$ cat src/rtl/core/lbfam_pkg.sv
// lbfam_pkg: types, codes and constants for the lighting-bus frame anomaly monitor
// no dependencies
`timescale 1ns / 1ps
package lbfam_pkg;

   localparam int unsigned QueueDepth = 4;
   localparam int unsigned MaxFindings = 5;
   localparam int unsigned CsrAddrWidth = 1;
   localparam int unsigned CsrDataWidth = 11;
   localparam logic [10:0] MinutesPerDay = 11'd1440;

   localparam logic [1:0] REQ_FRAME = 2'd0;
   localparam logic [1:0] REQ_LINE  = 2'd1;
   localparam logic [1:0] REQ_LOSS  = 2'd2;

   localparam logic [0:0] CSR_WIN_START = 1'd0;
   localparam logic [0:0] CSR_WIN_END   = 1'd1;

   localparam logic [1:0] SIDE_CTRL   = 2'd1;
   localparam logic [1:0] SIDE_DEVICE = 2'd2;

   localparam logic [3:0] FC_BAD_FRAMING   = 4'd0;
   localparam logic [3:0] FC_COLLISION     = 4'd1;
   localparam logic [3:0] FC_BCAST_OFF     = 4'd2;
   localparam logic [3:0] FC_BCAST_MAX     = 4'd3;
   localparam logic [3:0] FC_COMM_START    = 4'd4;
   localparam logic [3:0] FC_COMM_SEQUENCE = 4'd5;
   localparam logic [3:0] FC_OUTSIDE_WIN   = 4'd6;
   localparam logic [3:0] FC_ADDR_PROG     = 4'd7;
   localparam logic [3:0] FC_RATE_HIGH     = 4'd8;
   localparam logic [3:0] FC_STUCK_LOW     = 4'd9;
   localparam logic [3:0] FC_REPLY_CLASH   = 4'd10;
   localparam logic [3:0] FC_CAPTURE_LOSS  = 4'd11;

   localparam logic [1:0] SEV_LOW     = 2'd0;
   localparam logic [1:0] SEV_MED     = 2'd1;
   localparam logic [1:0] SEV_SERIOUS = 2'd2;
   localparam logic [1:0] SEV_CRIT    = 2'd3;

   localparam logic [7:0] A_TERMINATE  = 8'hA1;
   localparam logic [7:0] A_DTR0       = 8'hA3;
   localparam logic [7:0] A_INITIALISE = 8'hA5;
   localparam logic [7:0] A_RANDOMISE  = 8'hA7;
   localparam logic [7:0] A_COMPARE    = 8'hA9;
   localparam logic [7:0] A_WITHDRAW   = 8'hAB;
   localparam logic [7:0] A_SEARCH_H   = 8'hB1;
   localparam logic [7:0] A_SEARCH_M   = 8'hB3;
   localparam logic [7:0] A_SEARCH_L   = 8'hB5;
   localparam logic [7:0] A_PROGRAM    = 8'hB7;
   localparam logic [7:0] BCAST_MASK   = 8'hFE;

   localparam logic [15:0] RATE_LIMIT    = 16'd80;
   localparam logic [31:0] RATE_WINDOW   = 32'd1000;
   localparam logic [7:0]  COMPARE_LIMIT = 8'd96;
   localparam logic [31:0] STUCK_CRIT    = 32'd5000;
   localparam logic [31:0] STUCK_MIN     = 32'd500;
   localparam logic [31:0] REPLY_GAP     = 32'd4;

   // commissioning sequence position
   typedef enum logic [2:0] {
      PH_IDLE   = 3'd0,
      PH_INIT   = 3'd1,
      PH_RAND   = 3'd2,
      PH_SEARCH = 3'd3,
      PH_PROG   = 3'd4
   } phase_type;

   typedef struct packed {
      logic [1:0]  req_type;
      logic [31:0] now_ms;
      logic [10:0] minute_now;
      logic [15:0] frame_bits;
      logic [5:0]  frame_len;
      logic        frame_clean;
      logic [7:0]  quality;
      logic [7:0]  clash_score;
      logic [1:0]  bus_side;
      logic        line_low;
      logic [31:0] loss_count;
   } req_word_type;

   typedef struct packed {
      logic [3:0]  finding_code;
      logic [1:0]  severity;
      logic [31:0] stamp_ms;
      logic [31:0] evidence_word;
      logic [15:0] context_word;
      logic [1:0]  finding_side;
      logic        last;
   } rsp_word_type;

   // one finding slot as classified by the front end
   typedef struct packed {
      logic        valid;
      logic [3:0]  code;
      logic [1:0]  sev;
      logic [15:0] ctx;
   } slot_type;

   // classified event handed from front to back
   typedef struct packed {
      slot_type [MaxFindings-1:0] slots;
      logic [31:0]                stamp;
      logic [31:0]                evidence;
      logic [1:0]                 side;
   } job_type;

endpackage

$ cat src/rtl/core/lbfam_front.sv
// lbfam_front: accepts events, updates monitor state and classifies findings
// depends on lbfam_pkg
`timescale 1ns / 1ps
module lbfam_front (
   input  logic                   clock,
   input  logic                   reset,
   input  logic                   csr_we,
   input  logic [0:0]             csr_addr,
   input  logic [10:0]            csr_wdata,
   input  logic                   take,
   input  lbfam_pkg::req_word_type req,
   output logic                   job_valid,
   output lbfam_pkg::job_type     job
);
   import lbfam_pkg::*;

   logic [10:0] win_start_ff, win_start_in, win_end_ff, win_end_in;
   logic [31:0] rate_start_ff, rate_start_in;
   logic [15:0] frames_ff, frames_in;
   phase_type   phase_ff, phase_in;
   logic [7:0]  cmp_ff, cmp_in;
   logic [15:0] reply_frame_ff, reply_frame_in;
   logic [31:0] reply_time_ff, reply_time_in;
   logic [1:0]  low_flag_ff, low_flag_in;
   logic [31:0] low_start_ff [2];
   logic [31:0] low_start_in [2];

   slot_type [MaxFindings-1:0] sl;
   logic [2:0] n;
   logic [10:0] wr_val;
   logic in_win;
   logic [7:0] addr, data;
   logic [31:0] rs, dt;
   logic k;
   logic [31:0] d;

   always_comb begin
      wr_val = (csr_wdata >= MinutesPerDay) ? csr_wdata - MinutesPerDay : csr_wdata;
   end

   always_comb begin
      if (win_start_ff == win_end_ff) in_win = 1'b1;
      else if (win_start_ff < win_end_ff)
         in_win = req.minute_now >= win_start_ff && req.minute_now < win_end_ff;
      else in_win = req.minute_now >= win_start_ff || req.minute_now < win_end_ff;
   end

   always_comb begin
      win_start_in = win_start_ff;
      win_end_in = win_end_ff;
      if (csr_we) begin
         if (csr_addr == CSR_WIN_START) win_start_in = wr_val;
         else win_end_in = wr_val;
      end
   end

   always_comb begin
      rate_start_in = rate_start_ff;
      frames_in = frames_ff;
      phase_in = phase_ff;
      cmp_in = cmp_ff;
      reply_frame_in = reply_frame_ff;
      reply_time_in = reply_time_ff;
      low_flag_in = low_flag_ff;
      low_start_in = low_start_ff;
      sl = '0;
      n = '0;
      addr = req.frame_bits[15:8];
      data = req.frame_bits[7:0];
      rs = rate_start_ff;
      dt = '0;
      k = req.bus_side[1];
      d = req.now_ms - low_start_ff[k];
      case (req.req_type)
         REQ_FRAME: begin
            if (rs == '0) rs = req.now_ms;
            dt = req.now_ms - rs;
            if (dt >= RATE_WINDOW) begin
               if (frames_ff > RATE_LIMIT) begin
                  sl[n] = '{1'b1, FC_RATE_HIGH, SEV_MED, frames_ff}; n = n + 3'd1;
               end
               rs = req.now_ms;
               frames_in = 16'd1;
            end else if (frames_ff != 16'hFFFF) frames_in = frames_ff + 16'd1;
            rate_start_in = rs;
            if (!req.frame_clean) begin
               sl[n] = '{1'b1, FC_BAD_FRAMING, SEV_LOW, {8'd0, req.quality}}; n = n + 3'd1;
            end
            if (req.clash_score >= 8'd3) begin
               sl[n] = '{1'b1, FC_COLLISION, SEV_MED, {8'd0, req.clash_score}};
               n = n + 3'd1;
            end
            if (req.frame_clean && req.frame_len == 6'd16 && addr != A_DTR0) begin
               if (addr == A_TERMINATE || addr == A_INITIALISE || addr == A_RANDOMISE
                   || addr == A_COMPARE || addr == A_WITHDRAW || addr == A_SEARCH_H
                   || addr == A_SEARCH_M || addr == A_SEARCH_L || addr == A_PROGRAM)
               begin
                  if (!in_win) begin
                     sl[n] = '{1'b1, FC_OUTSIDE_WIN, SEV_SERIOUS, {8'd0, addr}};
                     n = n + 3'd1;
                  end
                  case (addr)
                     A_INITIALISE: begin
                        phase_in = PH_INIT; cmp_in = '0;
                        sl[n] = '{1'b1, FC_COMM_START, SEV_MED, 16'd0}; n = n + 3'd1;
                     end
                     A_RANDOMISE: begin
                        if (phase_ff != PH_INIT) begin
                           sl[n] = '{1'b1, FC_COMM_SEQUENCE, SEV_SERIOUS, 16'd1};
                           n = n + 3'd1;
                        end
                        phase_in = PH_RAND;
                     end
                     A_SEARCH_H, A_SEARCH_M, A_SEARCH_L: begin
                        if (phase_ff < PH_RAND) begin
                           sl[n] = '{1'b1, FC_COMM_SEQUENCE, SEV_MED, 16'd2}; n = n + 3'd1;
                        end
                        phase_in = PH_SEARCH;
                     end
                     A_COMPARE: begin
                        cmp_in = cmp_ff + 8'd1;
                        if (phase_ff < PH_SEARCH) begin
                           sl[n] = '{1'b1, FC_COMM_SEQUENCE, SEV_MED, 16'd3}; n = n + 3'd1;
                        end
                        if (cmp_in > COMPARE_LIMIT) begin
                           sl[n] = '{1'b1, FC_RATE_HIGH, SEV_MED, {8'd0, cmp_in}};
                           n = n + 3'd1;
                        end
                     end
                     A_PROGRAM: begin
                        if (phase_ff < PH_SEARCH || cmp_ff == '0) begin
                           sl[n] = '{1'b1, FC_COMM_SEQUENCE, SEV_SERIOUS, 16'd4};
                           n = n + 3'd1;
                        end
                        sl[n] = '{1'b1, FC_ADDR_PROG, SEV_SERIOUS, {8'd0, data}};
                        n = n + 3'd1;
                        phase_in = PH_PROG;
                     end
                     A_WITHDRAW: begin
                        if (phase_ff < PH_PROG) begin
                           sl[n] = '{1'b1, FC_COMM_SEQUENCE, SEV_LOW, 16'd5}; n = n + 3'd1;
                        end
                        phase_in = PH_RAND;
                     end
                     default: begin
                        phase_in = PH_IDLE; cmp_in = '0;
                     end
                  endcase
               end else if ((addr & BCAST_MASK) == BCAST_MASK) begin
                  if (!addr[0] || data == 8'h00) begin
                     sl[n] = '{1'b1, FC_BCAST_OFF, SEV_SERIOUS, {8'd0, data}}; n = n + 3'd1;
                  end else if (data == 8'h05) begin
                     sl[n] = '{1'b1, FC_BCAST_MAX, SEV_MED, {8'd0, data}}; n = n + 3'd1;
                  end
               end
            end else if (req.frame_clean && req.frame_len == 6'd8) begin
               if (reply_time_ff != '0 && (req.now_ms - reply_time_ff) < REPLY_GAP
                   && req.frame_bits != reply_frame_ff) begin
                  sl[n] = '{1'b1, FC_REPLY_CLASH, SEV_MED, reply_frame_ff}; n = n + 3'd1;
               end
               reply_time_in = req.now_ms;
               reply_frame_in = req.frame_bits;
            end
         end
         REQ_LINE: begin
            if (req.bus_side == SIDE_CTRL || req.bus_side == SIDE_DEVICE) begin
               if (req.line_low && !low_flag_ff[k]) begin
                  low_flag_in[k] = 1'b1;
                  low_start_in[k] = req.now_ms;
               end else if (!req.line_low && low_flag_ff[k]) begin
                  if (d >= STUCK_MIN) begin
                     sl[0] = '{1'b1, FC_STUCK_LOW, (d >= STUCK_CRIT) ? SEV_CRIT : SEV_SERIOUS,
                               (d[31:16] != '0) ? 16'hFFFF : d[15:0]};
                  end
                  low_flag_in[k] = 1'b0;
               end else if (req.line_low && d == STUCK_CRIT) begin
                  sl[0] = '{1'b1, FC_STUCK_LOW, SEV_CRIT, STUCK_CRIT[15:0]};
               end
            end
         end
         REQ_LOSS: begin
            if (req.loss_count != '0)
               sl[0] = '{1'b1, FC_CAPTURE_LOSS, SEV_SERIOUS,
                         (req.loss_count[31:16] != '0) ? 16'hFFFF : req.loss_count[15:0]};
         end
         default: begin
         end
      endcase
   end

   always_ff @(posedge clock) begin
      if (reset) begin
         win_start_ff <= '0;
         win_end_ff <= '0;
         rate_start_ff <= '0;
         frames_ff <= '0;
         phase_ff <= PH_IDLE;
         cmp_ff <= '0;
         reply_frame_ff <= '0;
         reply_time_ff <= '0;
         low_flag_ff <= '0;
         low_start_ff[0] <= '0;
         low_start_ff[1] <= '0;
         job_valid <= 1'b0;
      end else begin
         win_start_ff <= win_start_in;
         win_end_ff <= win_end_in;
         job_valid <= 1'b0;
         if (take) begin
            rate_start_ff <= rate_start_in;
            frames_ff <= frames_in;
            phase_ff <= phase_in;
            cmp_ff <= cmp_in;
            reply_frame_ff <= reply_frame_in;
            reply_time_ff <= reply_time_in;
            low_flag_ff <= low_flag_in;
            low_start_ff <= low_start_in;
            job_valid <= sl[0].valid;
         end
      end
   end

   always_ff @(posedge clock) begin
      if (take) begin
         job.slots <= sl;
         job.stamp <= req.now_ms;
         job.evidence <= (req.req_type == REQ_LINE) ? 32'd0 :
                         (req.req_type == REQ_LOSS) ? req.loss_count :
                         {16'd0, req.frame_bits};
         job.side <= (req.req_type == REQ_LOSS) ? 2'd0 : req.bus_side;
      end
   end

endmodule

$ cat src/rtl/core/lbfam_back.sv
// lbfam_back: job queue and serialiser, one finding word per pop
// depends on lbfam_pkg
`timescale 1ns / 1ps
module lbfam_back #(
   parameter int unsigned Depth = lbfam_pkg::QueueDepth
) (
   input  logic                    clock,
   input  logic                    reset,
   input  logic                    job_valid,
   input  lbfam_pkg::job_type      job,
   output logic                    busy_full,
   output logic                    rsp_empty,
   input  logic                    rsp_pop,
   output lbfam_pkg::rsp_word_type rsp_data
);
   import lbfam_pkg::*;

   localparam int unsigned AW = (Depth > 1) ? $clog2(Depth) : 1;

   job_type mem [Depth];
   logic [AW-1:0] wp_ff, wp_in, rp_ff, rp_in;
   logic [AW:0]   cnt_ff, cnt_in;
   logic [2:0]    idx_ff, idx_in;
   job_type       head;
   logic          pop_ok, last_slot, done;

   assign head = mem[rp_ff];
   assign rsp_empty = (cnt_ff == '0);
   assign pop_ok = rsp_pop && !rsp_empty;
   // slots are packed from zero, so the next empty one ends the job
   assign last_slot = (idx_ff == 3'(MaxFindings - 1)) || !head.slots[idx_ff + 3'd1].valid;
   assign done = pop_ok && last_slot;
   // leave a spare entry for the word already in the front register
   assign busy_full = (cnt_ff >= (AW + 1)'(Depth - 1));

   always_comb begin
      rsp_data.finding_code = head.slots[idx_ff].code;
      rsp_data.severity = head.slots[idx_ff].sev;
      rsp_data.stamp_ms = head.stamp;
      rsp_data.evidence_word = head.evidence;
      rsp_data.context_word = head.slots[idx_ff].ctx;
      rsp_data.finding_side = head.side;
      rsp_data.last = last_slot;
   end

   always_comb begin
      wp_in = job_valid ? ((wp_ff == AW'(Depth - 1)) ? '0 : wp_ff + 1'b1) : wp_ff;
      rp_in = done ? ((rp_ff == AW'(Depth - 1)) ? '0 : rp_ff + 1'b1) : rp_ff;
      cnt_in = cnt_ff + (AW + 1)'(job_valid) - (AW + 1)'(done);
      idx_in = done ? 3'd0 : (pop_ok ? idx_ff + 3'd1 : idx_ff);
   end

   always_ff @(posedge clock) begin
      if (reset) begin
         wp_ff <= '0;
         rp_ff <= '0;
         cnt_ff <= '0;
         idx_ff <= '0;
      end else begin
         wp_ff <= wp_in;
         rp_ff <= rp_in;
         cnt_ff <= cnt_in;
         idx_ff <= idx_in;
      end
   end

   always_ff @(posedge clock) begin
      if (job_valid) mem[wp_ff] <= job;
   end

endmodule

$ cat src/rtl/core/lighting_bus_frame_anomaly_monitor.sv
// channel | ports                         | word
// request | req_push, req_full, req_data  | one bus event
// result  | rsp_pop, rsp_empty, rsp_data  | one finding, last marks end of event
// config  | csr_we, csr_addr, csr_wdata   | window minute registers
// an event is taken when req_push is high and req_full low (one per cycle while not full);
// if it raises findings its job is registered in the front end, then enters the queue;
// the queue head is serialised onto rsp_data. findings leave one per cycle while rsp_pop
// is high, one pop each (one to five per event); events raising none never enter the queue.
// synchronous active-high reset clears state, registers and queue.
// req_full is high while Depth-1 or more jobs wait (three by default), keeping a spare
// entry for the job in flight; result stalls reach the input only through it.
// depends on lbfam_pkg, lbfam_front, lbfam_back
`timescale 1ns / 1ps
module lighting_bus_frame_anomaly_monitor #(
   parameter int unsigned Depth = lbfam_pkg::QueueDepth
) (
   input  logic                    clock,
   input  logic                    reset,
   input  logic                    req_push,
   output logic                    req_full,
   input  lbfam_pkg::req_word_type req_data,
   output logic                    rsp_empty,
   input  logic                    rsp_pop,
   output lbfam_pkg::rsp_word_type rsp_data,
   input  logic                    csr_we,
   input  logic [0:0]              csr_addr,
   input  logic [10:0]             csr_wdata
);
   import lbfam_pkg::*;

   logic    take, job_valid;
   job_type job;

   assign take = req_push && !req_full;

   lbfam_front u_front (
      .clock, .reset, .csr_we, .csr_addr, .csr_wdata,
      .take, .req(req_data), .job_valid, .job
   );

   lbfam_back #(.Depth(Depth)) u_back (
      .clock, .reset, .job_valid, .job, .busy_full(req_full),
      .rsp_empty, .rsp_pop, .rsp_data
   );

`ifndef SYNTHESIS
   a_no_job_when_full: assert property (@(posedge clock) disable iff (reset)
      req_full |-> !take) else $error("event taken while full");
   a_job_follows_take: assert property (@(posedge clock) disable iff (reset)
      job_valid |-> $past(take)) else $error("job without accepted event");
   a_stamp_stable: assert property (@(posedge clock) disable iff (reset)
      (!rsp_empty && !rsp_pop) |=> $stable(rsp_data.stamp_ms))
      else $error("result stamp moved under stall");
`endif

endmodule

$ cat config.mk
export PLATFORM = sky130hd
export DESIGN_NAME = lighting_bus_frame_anomaly_monitor
export DESIGN_NICKNAME = d
export VERILOG_FILES = /design/src/rtl/core/lbfam_pkg.sv /design/src/rtl/core/lbfam_front.sv /design/src/rtl/core/lbfam_back.sv /design/src/rtl/core/lighting_bus_frame_anomaly_monitor.sv
export SDC_FILE = /design/constraint.sdc
export NUM_CORES = 2
export LEC_CHECK = 0
export BUFFER_PORTS_ARGS = -buffer_cell sky130_fd_sc_hd__buf_2
export CAP_MARGIN = 20
export CORE_ASPECT_RATIO = 1.25
export CORE_MARGIN = 3
export CORE_UTILIZATION = 40
export CTS_BUF_LIST = sky130_fd_sc_hd__clkbuf_8
export DETAILED_ROUTE_END_ITERATION = 8
export PLACE_DENSITY = 0.61
export SLEW_MARGIN = 20
export SYNTH_ARGS = -nofsm -noshare
export SYNTH_HDL_FRONTEND = slang
export SYNTH_HIERARCHICAL = 1
export SYNTH_SLANG_ARGS = --single-unit
export TNS_END_PERCENT = 30
$ cat constraint.sdc
create_clock -name clock -period 20.4 [get_ports clock]
set_clock_uncertainty 0.2 [all_clocks]
set_input_delay 1.02 -clock clock [delete_from_list [all_inputs] [get_ports clock]]
set_output_delay 1.02 -clock clock [all_outputs]
set_load 0.02 [all_outputs]
==> impl_metrics.csv <==
group,metric,value,unit
placement,place_congestion,1.04,
critical_path,rrSetupSlack,9480,ps
final_layout,area.growth.synth_to_final,12.3,%
synth,postSynthAreaPerCell,11.8,um^2
route,drt-vias-per-instance,6.05,
route,routed_wl,191000,um
synth,synth_seq_cells,1113,
route,remaining_drc_errors,0,
final_layout,final_layout_size_suffix_gt1_frac,0.171,
timing,max_clock_freq,91.6,MHz
floorplan,core-area,0.139,mm^2
clock_network,cts_sinks,1113,
critical_path,path_max_fanout,42,
final_layout,fillers,12900,
critical_path,critPathSlowestCell,"sky130_fd_sc_hd__nor2_4",
floorplan,die_h,425,um
timing,setup_repair_after_global_routing_missed_its_margin,"no",
synth,yosys_warns,6,
synth,post_synth_net_total,5014,
synth,leading_post_synthesis_cells_by_cell_area,"sky130_fd_sc_hd__edfxtp_1 48%, sky130_fd_sc_hd__mux4_2 8.1%, sky130_fd_sc_hd__dfxtp_1 7.4%",
synth,synth_top_cell_by_area,"sky130_fd_sc_hd__edfxtp_1",
critical_path,setup.worst_path.end_class,"flip-flop",
floorplan,dieArea,0.145,mm^2
critical_path,worst_r2r_endpoint,"u_front/job[68]",
min_path,worst_hold_path.endpoint,"u_front/job[24]",
min_path,hold_path_class,"in -> reg",
clock_network,cts_tree,"yes",
job,max-cap-violations,0,
synth,syn_area,0.0561,mm^2
timing,totalNegativeSetupSlack,0,ps
route,detail-route-antenna-nets,0,
clock_network,post-cts-setup-buffers,0,
critical_path,reg2regPathDepth,33,
timing,slew_headroom,0.141,
critical_path,delay_heaviest_family_cp,"compound AO/OA/AOI/OAI gates",
min_path,min_path_cells,2,
power,total_power,5.70,mW
route,detailedRoute.firstIterationViolations,4554,
grt,grt_pass1_vias,41200,
floorplan,rows,153,
grt,track_usage,0.260,
placement,dp.final_hpwl,133000,um
synth,ys.flop_type,"sky130_fd_sc_hd__edfxtp_1",
synth,synth_top_area_frac,0.484,
critical_path,worst-endpoint-arrival,11350,ps
power,power.static_leakage,21.5,nW
route,drt-pass1-iter-count,8,
synth,netlist_instances,4735,
synth,synth_enable_flop_cells,905,
clock_network,post_cts_hold_buffer_count,0,
clock_network,clkTransAtPathRegs,60,ps
timing,post-route-min-period,10920,ps
min_path,worstHoldStart,"req_data[22]",
timing,setup_viol,0,
clock_network,htree_levels,4,
placement,port_buffers,226,
critical_path,critPathLaunch,"u_front/rate_start_ff[26]",
route,wire_per_inst,27.3,um
final_layout,final_nets,5249,
floorplan,floorplan.initialDensity,0.403,
grt,grt_start_max_net_pins,129,
synth,synth.most_common_cell,"sky130_fd_sc_hd__edfxtp_1",
clock_network,clockBufferDepth,3,
critical_path,regToRegStartpoint,"u_front/rate_start_ff[26]",
final_layout,fin_util,0.453,
timing,post-route-period-util,0.535,
power,powerDensity,90.4,mW/mm^2
timing,timing_worst_slew_pin_value,1280,ps
clock_network,post_cts_resize_count,0,
grt,gr-total-overflow,0,
synth,synth.yosys.seq_area_share,0.559,
floorplan,io_pins,227,
run_status,run_status,"completed",
placement,numPlacedInstances,6654,
route,via_count,42300,
clock_network,worstSkewPairLatency,910,ps
synth,synthArstFlopShare,0,
grt,antenna_found_initial,45,
critical_path,timing.critical_path.required,20830,ps
clock_network,clock_tree.root_cell,"sky130_fd_sc_hd__clkbuf_8",
critical_path,critical_path.n_buffers_inverters,5,
clock_network,cts-buffers-inserted,174,
critical_path,crit_path_start_kind,"flip-flop",
critical_path,slowest_delay,940,ps
timing,final_max_slew_viol_count,0,
synth,synth_cell_types,114,
power,vdd.ir_drop.worst,0.0000627,V
synth,post_synth_most_frequent_cells,"905 x sky130_fd_sc_hd__edfxtp_1, 530 x sky130_fd_sc_hd__nand2_1, 380 x sky130_fd_sc_hd__a21oi_1, 346 x sky130_fd_sc_hd__nor2_1, 208 x sky130_fd_sc_hd__dfxtp_1",
grt,grt_first_pass_wirelength,279000,um
final_layout,post_layout_nonfiller_instances,7002,
timing,timing_hold_violations_final,0,
floorplan,die_width,341,um
critical_path,setup.worst_path.class,"reg -> reg",
power breakdown:
part	switching, mW	leakage [nW]	internal (mW)
combinational	0.671	9.37	0.395
clock	0.894	2.03	1.05
sequential	0.0876	10.1	2.60
registers in the layout, summed over array words and instances, names as in the netlist, named ones only:
register and cells:
u_front/reply_frame_ff 16, u_front/win_start_ff 11, u_back/mem 724, u_front/low_start_ff 64, u_front/frames_ff 16, u_back/idx_ff 3
u_front/win_end_ff 11, u_front/rate_start_ff 32, u_front/job 181, u_front/reply_time_ff 32, u_front/cmp_ff 8, u_back/wp_ff 2
u_back/cnt_ff 3, u_front/phase_ff 3, u_front/job_valid 1, u_back/rp_ff 2
layer usage:
metal | wire (um) | share of wire | vias to the layer above | global-route usage
li1 | - | - | 18700 | -
met1 | 73800 | 0.39 | 21000 | 0.323
met2 | 89200 | 0.47 | 2026 | 0.416
met3 | 18000 | 0.094 | 564 | 0.0736
met4 | 9840 | 0.051 | 28 | 0.125
met5 | 180 | 0.00094 | - | 0
cells by family after synthesis:
logic type	share of synthesized area
and+or+nand+nor	0.123
AOI/OAI and AO/OA	0.142
DFF	0.559
buffers and inverters	0.0308
muxes	0.100
adders and majority gates	0.0326
xor gates and xnor gates	0.0122
through the flow:
step	hold slack [ps]	instance area, um^2	setup WS (ps)
after floorplan	233	56100	12010
after global placement	238	59300	9720
after detailed placement	246	59300	9720
after CTS	116	62900	9660
after global routing	162	62900	8650
final	233	63000	9480
layout make-up:
cell class | instances | area (um^2) | share of cell area
Clock buffer | 191 | 2630 | 0.0417
Clock inverter | 129 | 962 | 0.0153
Inverter | 177 | 664 | 0.0105
Multi-Input combinational cell | 3184 | 23100 | 0.367
Antenna cell | 28 | 70.1 | 0.00111
Timing Repair Buffer | 320 | 1870 | 0.0297
Tap cell | 1860 | 2330 | 0.0369
Sequential cell | 1113 | 31300 | 0.498
cell usage in the layout, fill, tap and decap left out, drive strengths merged, types with 139 or more instances in the layout:
master / count
mux4: 201
edfxtp: 905
buf: 320
nor2: 347
ha: 139
o21ai: 224
clkbuf: 191
dfxtp: 208
nand2: 531
inv: 239
a21oi: 382
how the worst max path moves through the flow:
stage | endpoint | depth (start not counted)
finish | u_front/job[68] | 33
global route | u_front/job[94] | 32
CTS | u_front/job[68] | 33
detailed placement | u_front/job[68] | 35
global placement | u_front/job[68] | 33
floorplan | u_front/job[84] | 35
Power figures use the tool's default switching activity.
